--- config.mk ---
export PLATFORM = sky130hd
export DESIGN_NAME = shortest_job_first_pool_scheduler_top
export DESIGN_NICKNAME = d
export VERILOG_FILES = /design/src/rtl/core/sjfp_pkg.sv /design/src/rtl/core/sjfp_cell.sv /design/src/rtl/core/sjfp_row.sv /design/src/rtl/core/shortest_job_first_pool_scheduler_top.sv
export VERILOG_INCLUDE_DIRS = /design/src /design/src/rtl/core
export SDC_FILE = /design/constraint.sdc
export NUM_CORES = 2
export LEC_CHECK = 0
export ABC_AREA = 1
export BUFFER_PORTS_ARGS = -buffer_cell sky130_fd_sc_hd__buf_4
export CORE_MARGIN = 4
export CORE_UTILIZATION = 69
export DETAILED_ROUTE_END_ITERATION = 12
export HOLD_SLACK_MARGIN = 0.08
export PLACE_DENSITY_LB_ADDON = 0.08
export SLEW_MARGIN = 25
export SYNTH_ARGS = -nofsm -noshare
export SYNTH_HDL_FRONTEND = slang
export SYNTH_HIERARCHICAL = 1
export SYNTH_SLANG_ARGS = --single-unit
--- constraint.sdc ---
create_clock -name clock -period 16.25 [get_ports clock]
set_input_delay 1.625 -clock clock [delete_from_list [all_inputs] [get_ports clock]]
set_output_delay 1.625 -clock clock [all_outputs]
set_load 0.02 [all_outputs]
--- src/rtl/core/shortest_job_first_pool_scheduler_top_defines.svh ---
// ----------------------------------------------------------------------------
// Shortest-job-first pool scheduler: assertion macros
// Shared check macros, sampled on the rising clock edge and held off in reset.
// ----------------------------------------------------------------------------
`ifndef SHORTEST_JOB_FIRST_POOL_SCHEDULER_TOP_DEFINES_SVH
`define SHORTEST_JOB_FIRST_POOL_SCHEDULER_TOP_DEFINES_SVH
`ifndef ASSERT_OFF
// Check that a condition holds at every edge
`define SJFP_ASSERT_ALWAYS(lbl, cond) \
   lbl: assert property (@(posedge clock) disable iff (reset) (cond)) \
      else $error("sjfp check failed");
// Check that a consequent holds in the cycle after the antecedent
`define SJFP_ASSERT_NEXT(lbl, ante, cons) \
   lbl: assert property (@(posedge clock) disable iff (reset) (ante) |=> (cons)) \
      else $error("sjfp check failed");
`else
`define SJFP_ASSERT_ALWAYS(lbl, cond)
`define SJFP_ASSERT_NEXT(lbl, ante, cons)
`endif
`endif

--- src/rtl/core/sjfp_pkg.sv ---
// ----------------------------------------------------------------------------
// Shortest-job-first pool scheduler package
// Job entry type, cell-row control type and result codes.
// ----------------------------------------------------------------------------
`timescale 1ns / 1ps

package sjfp_pkg;

   // One stored job
   typedef struct packed {
      logic [7:0]  procs;
      logic [15:0] ticks;
      logic [15:0] number;
   } entry_type;

   // Row control: cells in [shift_lo, shift_hi) take their right neighbor,
   // cell load_idx takes the load word
   typedef struct packed {
      logic       shift;
      logic [7:0] shift_lo;
      logic [7:0] shift_hi;
      logic       load;
      logic [7:0] load_idx;
   } row_op_type;

   localparam logic FUNC_SUBMIT = 1'b0;
   localparam logic FUNC_TICK   = 1'b1;

   localparam logic [2:0] KIND_QUEUED    = 3'd0;
   localparam logic [2:0] KIND_TOO_BIG   = 3'd1;
   localparam logic [2:0] KIND_WAIT_FULL = 3'd2;
   localparam logic [2:0] KIND_FINISHED  = 3'd3;
   localparam logic [2:0] KIND_STARTED   = 3'd4;
   localparam logic [2:0] KIND_NOT_START = 3'd5;
   localparam logic [2:0] KIND_WAIT_EMPTY = 3'd6;

   localparam logic [7:0] POOL_RESET = 8'd10;

endpackage

--- src/rtl/core/sjfp_cell.sv ---
// ----------------------------------------------------------------------------
// Scheduler row cell
// Holds one job entry; loads a new entry or takes its right neighbor's.
// ----------------------------------------------------------------------------
`timescale 1ns / 1ps

module sjfp_cell (
   input  logic                  clock,
   input  sjfp_pkg::row_op_type  op,
   input  logic [7:0]            cell_idx,
   input  sjfp_pkg::entry_type   right_entry,
   input  sjfp_pkg::entry_type   load_entry,
   output sjfp_pkg::entry_type   entry_ff
);

   sjfp_pkg::entry_type entry_in;

   // Pick load, shift or hold
   always_comb begin
      entry_in = entry_ff;
      if (op.load && (op.load_idx == cell_idx)) begin
         entry_in = load_entry;
      end else if (op.shift && (cell_idx >= op.shift_lo) && (cell_idx < op.shift_hi)) begin
         entry_in = right_entry;
      end
   end

   always_ff @(posedge clock) begin
      entry_ff <= entry_in;
   end

endmodule

--- src/rtl/core/sjfp_row.sv ---
// ----------------------------------------------------------------------------
// Scheduler cell row
// A row of job cells that shift toward the head; cell 0 is the head.
// ----------------------------------------------------------------------------
`timescale 1ns / 1ps

module sjfp_row #(
   parameter int unsigned DEPTH = 16
) (
   input  logic                  clock,
   input  sjfp_pkg::row_op_type  op,
   input  sjfp_pkg::entry_type   load_entry,
   output sjfp_pkg::entry_type   head
);

   sjfp_pkg::entry_type cells [DEPTH];

   // Build the row; the last cell sees the load word as its neighbor
   for (genvar i = 0; i < DEPTH; i++) begin : g_cell
      sjfp_pkg::entry_type right;
      if (i == DEPTH - 1) begin : g_end
         assign right = load_entry;
      end else begin : g_mid
         assign right = cells[i + 1];
      end
      sjfp_cell u_cell (
         .clock       (clock),
         .op          (op),
         .cell_idx    (8'(i)),
         .right_entry (right),
         .load_entry  (load_entry),
         .entry_ff    (cells[i])
      );
   end

   assign head = cells[0];

endmodule

--- src/rtl/core/shortest_job_first_pool_scheduler_top.sv ---
// ----------------------------------------------------------------------------
// Shortest-job-first pool scheduler
// Queues jobs, counts down running jobs and starts the shortest waiting job if it fits.
// ----------------------------------------------------------------------------
// Input words (req_) either submit a job (tuser 0) or advance one tick
// (tuser 1). Result words (rsp_) carry an event kind in tuser, the job
// number and the free processor count in tdata, and tlast on the final
// word of each input word. csr_ writes the pool size and reloads the free
// count from the processors held by running jobs; write it only when idle.
// A submit gives one word, registered in the cycle after acceptance.
// A tick walks the run row and the wait row together, one cell a cycle when
// the result register is free, and gives one word per finished job and one
// start word. The length of that walk over the two cell rows sets the rate;
// one item is worked at a time.
// Reset empties both rows, sets the pool to 10 and zeroes the numbering.
// A stalled receiver holds the result register and the walk waits for it.
// ----------------------------------------------------------------------------
`timescale 1ns / 1ps
`include "shortest_job_first_pool_scheduler_top_defines.svh"

module shortest_job_first_pool_scheduler_top #(
   parameter int unsigned WAIT_DEPTH = 16,
   parameter int unsigned RUN_DEPTH  = 16
) (
   input  logic        clock,
   input  logic        reset,
   input  logic        req_tvalid,
   output logic        req_tready,
   input  logic [23:0] req_tdata,   // job_procs[7:0], job_ticks[23:8]
   input  logic [0:0]  req_tuser,   // func[0]
   output logic        rsp_tvalid,
   input  logic        rsp_tready,
   output logic [23:0] rsp_tdata,   // job_number[15:0], free_after[23:16]
   output logic [2:0]  rsp_tuser,   // event_kind[2:0]
   output logic        rsp_tlast,
   input  logic        csr_valid,
   output logic        csr_ready,
   input  logic [7:0]  csr_data
);

   localparam int unsigned RCW = $clog2(RUN_DEPTH + 1);
   localparam int unsigned WCW = $clog2(WAIT_DEPTH + 1);
   localparam int unsigned WIW = $clog2(WAIT_DEPTH);
   localparam int unsigned HW  = $clog2(RUN_DEPTH * 255 + 1);

   typedef enum logic [1:0] {S_IDLE, S_WALK, S_START} state_type;

   state_type           state_ff;
   logic [7:0]          pool_ff;
   logic [7:0]          free_ff;
   logic [HW-1:0]       held_ff;
   logic [15:0]         next_ff;
   logic [WCW-1:0]      wc_ff;
   logic [RCW-1:0]      rc_ff;
   logic [RCW-1:0]      ru_ff;
   logic [WCW-1:0]      ws_ff;
   sjfp_pkg::entry_type best_ff;
   logic [WIW-1:0]      best_idx_ff;
   logic                rsp_valid_ff;
   logic [2:0]          rsp_kind_ff;
   logic [15:0]         rsp_num_ff;
   logic [7:0]          rsp_free_ff;
   logic                rsp_last_ff;

   sjfp_pkg::row_op_type run_op, wait_op;
   sjfp_pkg::entry_type  run_load, wait_load, run_head, wait_head;
   logic                 step_ok, req_fire, fits;
   logic [7:0]           in_procs;
   logic [15:0]          in_ticks;
   logic [8:0]           free_sum;
   logic [WCW-1:0]       scan_k;

   assign in_procs   = req_tdata[7:0];
   assign in_ticks   = req_tdata[23:8];
   assign step_ok    = !rsp_valid_ff || rsp_tready;
   assign req_tready = (state_ff == S_IDLE) && step_ok;
   assign req_fire   = req_tvalid && req_tready;
   assign csr_ready  = (state_ff == S_IDLE);
   assign fits       = (best_ff.procs <= free_ff) && (rc_ff < RCW'(RUN_DEPTH));
   assign free_sum   = {1'b0, free_ff} + {1'b0, run_head.procs};
   assign scan_k     = wc_ff - ws_ff;

   assign rsp_tvalid = rsp_valid_ff;
   assign rsp_tdata  = {rsp_free_ff, rsp_num_ff};
   assign rsp_tuser  = rsp_kind_ff;
   assign rsp_tlast  = rsp_last_ff;

   // Cell rows
   sjfp_row #(.DEPTH(RUN_DEPTH)) u_run_row (
      .clock      (clock),
      .op         (run_op),
      .load_entry (run_load),
      .head       (run_head)
   );

   sjfp_row #(.DEPTH(WAIT_DEPTH)) u_wait_row (
      .clock      (clock),
      .op         (wait_op),
      .load_entry (wait_load),
      .head       (wait_head)
   );

   // Drive row controls
   always_comb begin
      run_op          = '0;
      wait_op         = '0;
      run_load        = run_head;
      run_load.ticks  = run_head.ticks - 16'd1;
      wait_load       = wait_head;
      unique case (state_ff)
         S_IDLE: begin
            // Append a queued job at the tail
            if (req_fire && (req_tuser[0] == sjfp_pkg::FUNC_SUBMIT) &&
                (in_procs < pool_ff) && (wc_ff < WCW'(WAIT_DEPTH))) begin
               wait_op.load     = 1'b1;
               wait_op.load_idx = 8'(wc_ff);
               wait_load.procs  = in_procs;
               wait_load.ticks  = in_ticks;
               wait_load.number = next_ff;
            end
         end
         S_WALK: begin
            if (step_ok) begin
               // Pop the run head; put survivors back at the tail
               if (ru_ff != '0) begin
                  run_op.shift    = 1'b1;
                  run_op.shift_hi = 8'(rc_ff - RCW'(1));
                  if (run_head.ticks > 16'd1) begin
                     run_op.load     = 1'b1;
                     run_op.load_idx = 8'(rc_ff - RCW'(1));
                  end
               end
               // Rotate the wait row past the search
               if (ws_ff != '0) begin
                  wait_op.shift    = 1'b1;
                  wait_op.shift_hi = 8'(wc_ff - WCW'(1));
                  wait_op.load     = 1'b1;
                  wait_op.load_idx = 8'(wc_ff - WCW'(1));
               end
            end
         end
         S_START: begin
            // Move the chosen job from the wait row to the run row
            if (step_ok && (wc_ff != '0) && fits) begin
               run_op.load      = 1'b1;
               run_op.load_idx  = 8'(rc_ff);
               run_load         = best_ff;
               wait_op.shift    = 1'b1;
               wait_op.shift_lo = 8'(best_idx_ff);
               wait_op.shift_hi = 8'(wc_ff - WCW'(1));
            end
         end
         default: begin
         end
      endcase
   end

   // Control, counters and result register
   always_ff @(posedge clock) begin
      if (reset) begin
         state_ff     <= S_IDLE;
         pool_ff      <= sjfp_pkg::POOL_RESET;
         free_ff      <= sjfp_pkg::POOL_RESET;
         held_ff      <= '0;
         next_ff      <= '0;
         wc_ff        <= '0;
         rc_ff        <= '0;
         ru_ff        <= '0;
         ws_ff        <= '0;
         rsp_valid_ff <= 1'b0;
      end else begin
         if (rsp_valid_ff && rsp_tready) begin
            rsp_valid_ff <= 1'b0;
         end
         // Pool write reloads the free count
         if (csr_valid && csr_ready) begin
            pool_ff <= csr_data;
            free_ff <= (held_ff >= HW'(csr_data)) ? 8'd0 : 8'(HW'(csr_data) - held_ff);
         end
         unique case (state_ff)
            S_IDLE: begin
               if (req_fire) begin
                  if (req_tuser[0] == sjfp_pkg::FUNC_SUBMIT) begin
                     next_ff      <= next_ff + 16'd1;
                     rsp_valid_ff <= 1'b1;
                     rsp_num_ff   <= next_ff;
                     rsp_free_ff  <= free_ff;
                     rsp_last_ff  <= 1'b1;
                     if (in_procs >= pool_ff) begin
                        rsp_kind_ff <= sjfp_pkg::KIND_TOO_BIG;
                     end else if (wc_ff >= WCW'(WAIT_DEPTH)) begin
                        rsp_kind_ff <= sjfp_pkg::KIND_WAIT_FULL;
                     end else begin
                        rsp_kind_ff <= sjfp_pkg::KIND_QUEUED;
                        wc_ff       <= wc_ff + WCW'(1);
                     end
                  end else begin
                     ru_ff    <= rc_ff;
                     ws_ff    <= wc_ff;
                     state_ff <= S_WALK;
                  end
               end
            end
            S_WALK: begin
               if (step_ok) begin
                  if (ru_ff != '0) begin
                     ru_ff <= ru_ff - RCW'(1);
                     // Report and release a finished job
                     if (run_head.ticks <= 16'd1) begin
                        free_ff      <= free_sum[8] ? 8'hFF : free_sum[7:0];
                        held_ff      <= held_ff - HW'(run_head.procs);
                        rc_ff        <= rc_ff - RCW'(1);
                        rsp_valid_ff <= 1'b1;
                        rsp_kind_ff  <= sjfp_pkg::KIND_FINISHED;
                        rsp_num_ff   <= run_head.number;
                        rsp_free_ff  <= free_sum[8] ? 8'hFF : free_sum[7:0];
                        rsp_last_ff  <= 1'b0;
                     end
                  end
                  // Track the shortest, oldest waiting job
                  if (ws_ff != '0) begin
                     ws_ff <= ws_ff - WCW'(1);
                     if ((scan_k == '0) || (wait_head.ticks < best_ff.ticks)) begin
                        best_ff     <= wait_head;
                        best_idx_ff <= WIW'(scan_k);
                     end
                  end
               end
               if ((ru_ff == '0) && (ws_ff == '0)) begin
                  state_ff <= S_START;
               end
            end
            S_START: begin
               if (step_ok) begin
                  rsp_valid_ff <= 1'b1;
                  rsp_last_ff  <= 1'b1;
                  rsp_free_ff  <= free_ff;
                  state_ff     <= S_IDLE;
                  if (wc_ff == '0) begin
                     rsp_kind_ff <= sjfp_pkg::KIND_WAIT_EMPTY;
                     rsp_num_ff  <= 16'd0;
                  end else if (fits) begin
                     rsp_kind_ff <= sjfp_pkg::KIND_STARTED;
                     rsp_num_ff  <= best_ff.number;
                     rsp_free_ff <= free_ff - best_ff.procs;
                     free_ff     <= free_ff - best_ff.procs;
                     held_ff     <= held_ff + HW'(best_ff.procs);
                     rc_ff       <= rc_ff + RCW'(1);
                     wc_ff       <= wc_ff - WCW'(1);
                  end else begin
                     rsp_kind_ff <= sjfp_pkg::KIND_NOT_START;
                     rsp_num_ff  <= best_ff.number;
                  end
               end
            end
            default: begin
               state_ff <= S_IDLE;
            end
         endcase
      end
   end

   // Checks
   `SJFP_ASSERT_ALWAYS(a_wait_bound, wc_ff <= WCW'(WAIT_DEPTH))
   `SJFP_ASSERT_ALWAYS(a_run_bound, rc_ff <= RCW'(RUN_DEPTH))
   `SJFP_ASSERT_NEXT(a_start_word, (state_ff == S_START) && step_ok, rsp_valid_ff && rsp_last_ff)
   `SJFP_ASSERT_NEXT(a_submit_word, req_fire && (req_tuser[0] == sjfp_pkg::FUNC_SUBMIT), rsp_valid_ff && rsp_last_ff)

endmodule

== Word level (Yosys, flattened, before mapping) ==
Index checks and enable logic that the tools add are counted.

* Register bits after elaboration: 1419
* Output and inout bits: 31
* Logic and storage cells: 560

* Add/sub/neg operators: 16
* Magnitude comparators: 58
* Equality and inequality tests: 45
* Multiplexer cells: 177
* Bitwise gates (word level): 2
* Reductions and logical operators: 148

{| class="wikitable"
|+ Operators by type and width
! kind !! number
|-
| 40-bit two-way mux || 68
|-
| 8-bit two-way mux || 19
|-
| 8-bit by 4-bit equality test with 1-bit output (second input constant) || 16
|-
| 4-bit by 8-bit less-than comparator with 1-bit output (first input constant) || 16
|-
| 16-bit two-way mux || 7
|-
| 5-bit two-way mux || 21
|-
| 1-bit logical AND || 91
|-
| 17-bit two-way mux || 5
|-
| 12-bit two-way mux || 6
|-
| 2-bit nonzero test || 35
|-
| 8-bit by 3-bit equality test with 1-bit output (second input constant) || 8
|-
| 4-bit by 8-bit >= comparator with 1-bit output (first input constant) || 8
|-
| 3-bit by 8-bit less-than comparator with 1-bit output (first input constant) || 8
|-
| 16-bit case mux with 3 select lines || 1
|-
| 5-bit case mux with 2 select lines || 4
|-
| 9-bit case mux with 2 select lines || 2
|-
| 8-bit by 2-bit equality test with 1-bit output (second input constant) || 4
|-
| 3-bit by 8-bit >= comparator with 1-bit output (first input constant) || 4
|-
| 1-bit by 8-bit less-than comparator with 1-bit output (first input constant) || 4
|-
| 2-bit by 8-bit less-than comparator with 1-bit output (first input constant) || 4
|-
| 8-bit case mux with 2 select lines || 2
|-
| 9-bit two-way mux || 3
|-
| 2-bit != test (second input constant) || 12
|-
| 12-bit case mux with 2 select lines || 1
|-
| other kinds (46) || 97
|}

== Longest topological paths before layout ==
* Depth after elaboration: 12
* Mapped depth: 23
* Gate-level depth less buffers: 23

== Cells and area by module ==
The synthesis kept the hierarchy.

{| class="wikitable"
|+ By module, submodules not included
! module !! instances !! cells an instance !! area an instance (sq um)
|-
| sjfp_cell at u_run_row.g_cell[0].u_cell ... || 17 || 274 || 2363.5
|-
| sjfp_cell at u_wait_row.g_cell[10].u_cell ... || 15 || 272 || 2357.3
|-
| shortest_job_first_pool_scheduler_top || 1 || 1571 || 10911.7
|-
| sjfp_row || 2 || 2 || 7.5
|}

== Worst setup path after synthesis ==
Ideal clock, no wire load.

* Path type: input to register
* Start point: input port rsp_tready
* End point: register u_run_row/g_cell[0].u_cell/entry_ff[0] in the netlist's numbering, enable pin
* Data arrival time: 7667 ps
* Data required time: 15719 ps
* Setup slack: 8052 ps
* Stages: 14
* Cells stage by stage: inv_1 > nand2_1 > nand2_1 > inv_1 > nand2_1 > nor3_1 > inv_1 > o21ai_1 > inv_1 > nand3_1 > nor2_4 > nand2_4 > buf_6 > nand2_1

{| class="wikitable"
|+ RTL lines
! what !! RTL line !! source
|-
| start: declaration || shortest_job_first_pool_scheduler_top.sv:32 || <nowiki>input logic rsp_tready,</nowiki>
|-
| end signal: assignment || sjfp_cell.sv:29 || <nowiki>entry_ff <= entry_in;</nowiki>
|-
| end: declaration || sjfp_cell.sv:13 || <nowiki>output sjfp_pkg::entry_type entry_ff</nowiki>
|}

==> summary.md <==
| Metric | Value |
|---|---|
| Total clock sinks | 1419 |
| Residual DRC | 0 |
| Remaining global-route overflow | 0 |
| Area grow syn2layout | 11.1% |
| Max clock buf depth | 3 |
| CP bufs+invs | 1 |
| Mapped Cells | 10300 |
| Fin crit period | 6.04 ns |
| Chip height | 362 microns |
| EDFF count, synth | about 1400 |
| CP max-delay cell | nand2_2 |
| First-pass GRT wire length | approximately 390000 microns |
| Worst-path clk slew | 0.07 ns |
| IO buf count | 68 |
| 1st-pass router iterations | 10 |
| Layout Nets | 11900 |
| Startpoint type of the worst setup path | input pin |
| Psw | 3.75 mW |
| CTS root buf | clkbuf_16 |
| Worst Path Max Fanout | approximately 40 |
| DR iter-0 viols | between 9000 and 10000 |
| Total core area | 124000 sq um |
| Final hold violations | 0 |
| Arr. time, crit path | 6.43 ns |
| Fmax | 0.166 GHz |
| Headroom to the max-slew limit | 0.239 |
| Final count of pins violating max slew | 0 |
| Most frequent cell after synthesis | nand2_1 |
| Slew of the pin with the lowest slew margin | 1.14 ns |
| Post-DRT Antenna Nets | 0 |
| Vias in the first global route | 70600 |
| Syn Std Cell Area | 86500 sq um |
| Final Skew | 0.0361 ns |
| Warnings, synthesis | 6 |
| Critical path type | in2reg |
| Int Pwr | around 7 mW |
| Synth area leaders | edfxtp_1, nand2_1, nand3_1, ha_1, inv_1 |
| Routed len/inst | 20.1 microns |
| Post-synth top cells | nand2_1, nand3_1, edfxtp_1 |
| Worst hold path type | reg2reg |
| FF+latch count, synth | 1419 |
| RSZ-0062 raised after global routing | no |
| Final setup fails | 0 |
| CP cell instances | buf_4 -> ha_1 -> a21oi_1 -> nor2_1 -> nor2_1 -> and2_1 -> nand3_4 -> nand2_1 -> a21boi_1 -> nand3_1 -> nor2_4 -> nand2_4 -> nand2_2 |
| Area of the die | 131000 sq um |
| Clock Latency Late Sink | 0.80 ns |
| Finished Layout Cells | 13000 |
| Leak pwr | 44.2 nW |
| Fillers | 8719 |
| Num rows | 129 |
| Routed vias/inst | 5.68 |
| Global Route Usage Sum | 0.394 |
| H-tree levels | 4 |
| Synth async-reset ratio | 0 |
| Post-cts sizing count | 0 |
| Critical Path Max Stage Delay | 0.93 ns |
| Detailed placement HPWL | 178000 microns |
| Ys flop type | edfxtp_1 |
| Gpl congestion | 0.961 |
| Share of cells above drive strength 1 | 0.0575 |
| Critical path's top delay family | simple AND/OR/NAND/NOR gates |
| Starting density of the core | 0.697 |
| Hold buffer count at CTS | 0 |
| Post-CTS setup buffer count | 0 |
| Final WL | 261000 microns |
| Die Span X | 362 microns |
| Final cycle utilization of the critical path | 0.372 |
| Clock Power Share | 0.309 |
| Ports | 69 |
| Initial antenna violation count | 5 |
| Worst EP required | 16.64 ns |
| Average size of a mapped cell | 8.38 sq um |
| Pwr dens | between 100 and 150 nW/um^2 |
| Post-synth top area share | 0.470 |
| Most common cell on crit path | nor2_1 |
| Pin count of the biggest net entering global routing | 73 |
| Net Sw Frac | 0.352 |
| Via Count | 73900 |
| Setup TNS | 0 ns |
| Synth area leader | edfxtp_1 |
| VDD IR max | 127 uV |
| Setup crit end kind | flip-flop |
| Logic pwr share | 0.280 |
| Seq/Total Area, Yosys | 0.485 |
| CTS buffer count | 147 |
| Status | finished clean |
| Max Cap Viol | 0 |
| Flop pwr share | 0.411 |
| Dpl cells | 12700 |
| TritonCTS clock tree | yes |
| Hold WS | 0.438 ns |
| Synth unique cells | 51 |
-- per-layer routing --
layer  routed length [microns]  track usage  up-vias  part of all wire
li1                          -            -    34600                 -
met1                     88400        0.459    33800              0.34
met2                    121000        0.645     4247              0.46
met3                     26300       0.0758     1197              0.10
met4                     25700        0.309        6             0.098
met5                        35            0        -           0.00013
-- worst register-to-register path: stages, from the launching register on --
cell      delay, ns
edfxtp_1       0.39
inv_1          0.12
ha_1           0.22
nand2_1        0.11
a21oi_1        0.86
nand2_1        0.37
nand2_1        0.24
nor2_1         0.09
inv_1          0.12
nor2_1         0.05
a21oi_1        0.23
nor2_4         0.04
buf_4          0.29
nand2_1        0.12
nand2_1        0.05
nor2_1         0.11
nand2_1        0.26
nor2_4         0.77
nand2_4        0.46
nand2_1        0.20
buf_4          0.51
-- worst paths after layout --
kind / startpoint / endpoint / slack [ns] / cells after the start
hold reg to reg: u_wait_row/g_cell[0].u_cell/entry_ff[0]$_DFFE_PP_ / best_ff[0]$_DFFE_PP_ / 0.44 / 0
setup reg to reg: u_run_row/g_cell[0].u_cell/entry_ff[16]$_DFFE_PP_ / u_run_row/g_cell[1].u_cell/entry_ff[18]$_DFFE_PP_ / 10.26 / 20
hold / removal: u_wait_row/g_cell[0].u_cell/entry_ff[0]$_DFFE_PP_ / best_ff[0]$_DFFE_PP_ / 0.44 / 0
setup / recovery: req_tdata[5] / u_wait_row/g_cell[15].u_cell/entry_ff[8]$_DFFE_PP_ / 10.21 / 13
-- power groups by stage --
stage / Clock, mW / Combinational, mW / Sequential [mW]
floorplan: 0 / 1.99 / 4.40
global placement: 0 / 2.76 / 4.43
detailed placement: 0 / 2.84 / 4.43
CTS: 3.29 / 2.86 / 4.36
global route: 3.45 / 3.28 / 4.38
finish: 3.29 / 2.98 / 4.37
-- cell type report --
type / instances / area, sq um / share of cell area
well taps: 1637 / 2050 / 0.0213
flip-flops and latches: 1419 / 41900 / 0.436
clock inverters: 75 / 714 / 0.00744
multi-input cells: 8329 / 41400 / 0.431
clock buffers: 196 / 3910 / 0.0407
repair buffers: 215 / 1750 / 0.0183
diodes: 1 / 2.50 / 0.0000260
inverters: 1147 / 4310 / 0.0448
-- registers in the layout, indices dropped and copies added (netlist names), 5 cells and up --
name,count
u_run_row/g_cell.u_cell/entry_ff,640
best_ff,40
rsp_num_ff,16
rc_ff,5
rsp_free_ff,8
wc_ff,5
u_wait_row/g_cell.u_cell/entry_ff,640
ws_ff,5
next_ff,16
free_ff,8
held_ff,12
ru_ff,5
pool_ff,8
-- metrics by stage --
stage | total power [mW] | setup slack, ns | cell area [sq um] | utilization
global placement | 7.19 | 9.63 | 91300 | 0.735
finish | 10.6 | 10.21 | 96100 | 0.774
detailed placement | 7.28 | 9.61 | 91400 | 0.736
CTS | 10.5 | 10.35 | 96000 | 0.773
global route | 11.1 | 9.98 | 96100 | 0.774
floorplan | 6.39 | 8.05 | 90300 | -
-- cell usage in the layout, fill, tap and decap left out, types with 17 or more instances in the layout --
| master | synthesis | routed |
|---|---|---|
| a22oi_1 | 20 | 20 |
| edfxtp_1 | 1352 | 1352 |
| buf_4 | 132 | 208 |
| nor3_1 | 25 | 23 |
| nand2_1 | 3940 | 3924 |
| o21ai_1 | 55 | 58 |
| clkbuf_16 | 0 | 148 |
| nand2_2 | 5 | 21 |
| o21ai_0 | 111 | 69 |
| a21oi_1 | 248 | 244 |
| inv_1 | 1108 | 1107 |
| clkinv_2 | 0 | 22 |
| nor2_2 | 2 | 42 |
| o21ai_4 | 0 | 29 |
| xor2_1 | 96 | 96 |
| nand3_1 | 1458 | 1457 |
| nor2_1 | 442 | 398 |
| nand2_4 | 32 | 32 |
| nand3b_1 | 17 | 17 |
| conb_1 | 5 | 1024 |
| ha_1 | 568 | 567 |
| nand4_1 | 76 | 76 |
| clkbuf_1 | 26 | 45 |
| dfxtp_1 | 67 | 67 |
| xnor2_1 | 46 | 46 |
| nor2_4 | 35 | 39 |
| a21boi_1 | 32 | 32 |
| a21o_1 | 35 | 35 |
| inv_2 | 38 | 38 |
| clkinv_1 | 1 | 27 |
-- logic make-up after synthesis --
| kind of cell | synth area share |
|---|---|
| AOI/OAI and AO/OA | 0.0348 |
| buffers and inverters | 0.0878 |
| and+or+nand+nor | 0.294 |
| adders and majority gates | 0.0838 |
| DFF | 0.485 |
| other | 0.000217 |
| xor gates and xnor gates | 0.0144 |
No activity file was read; power rests on OpenSTA's default activity.
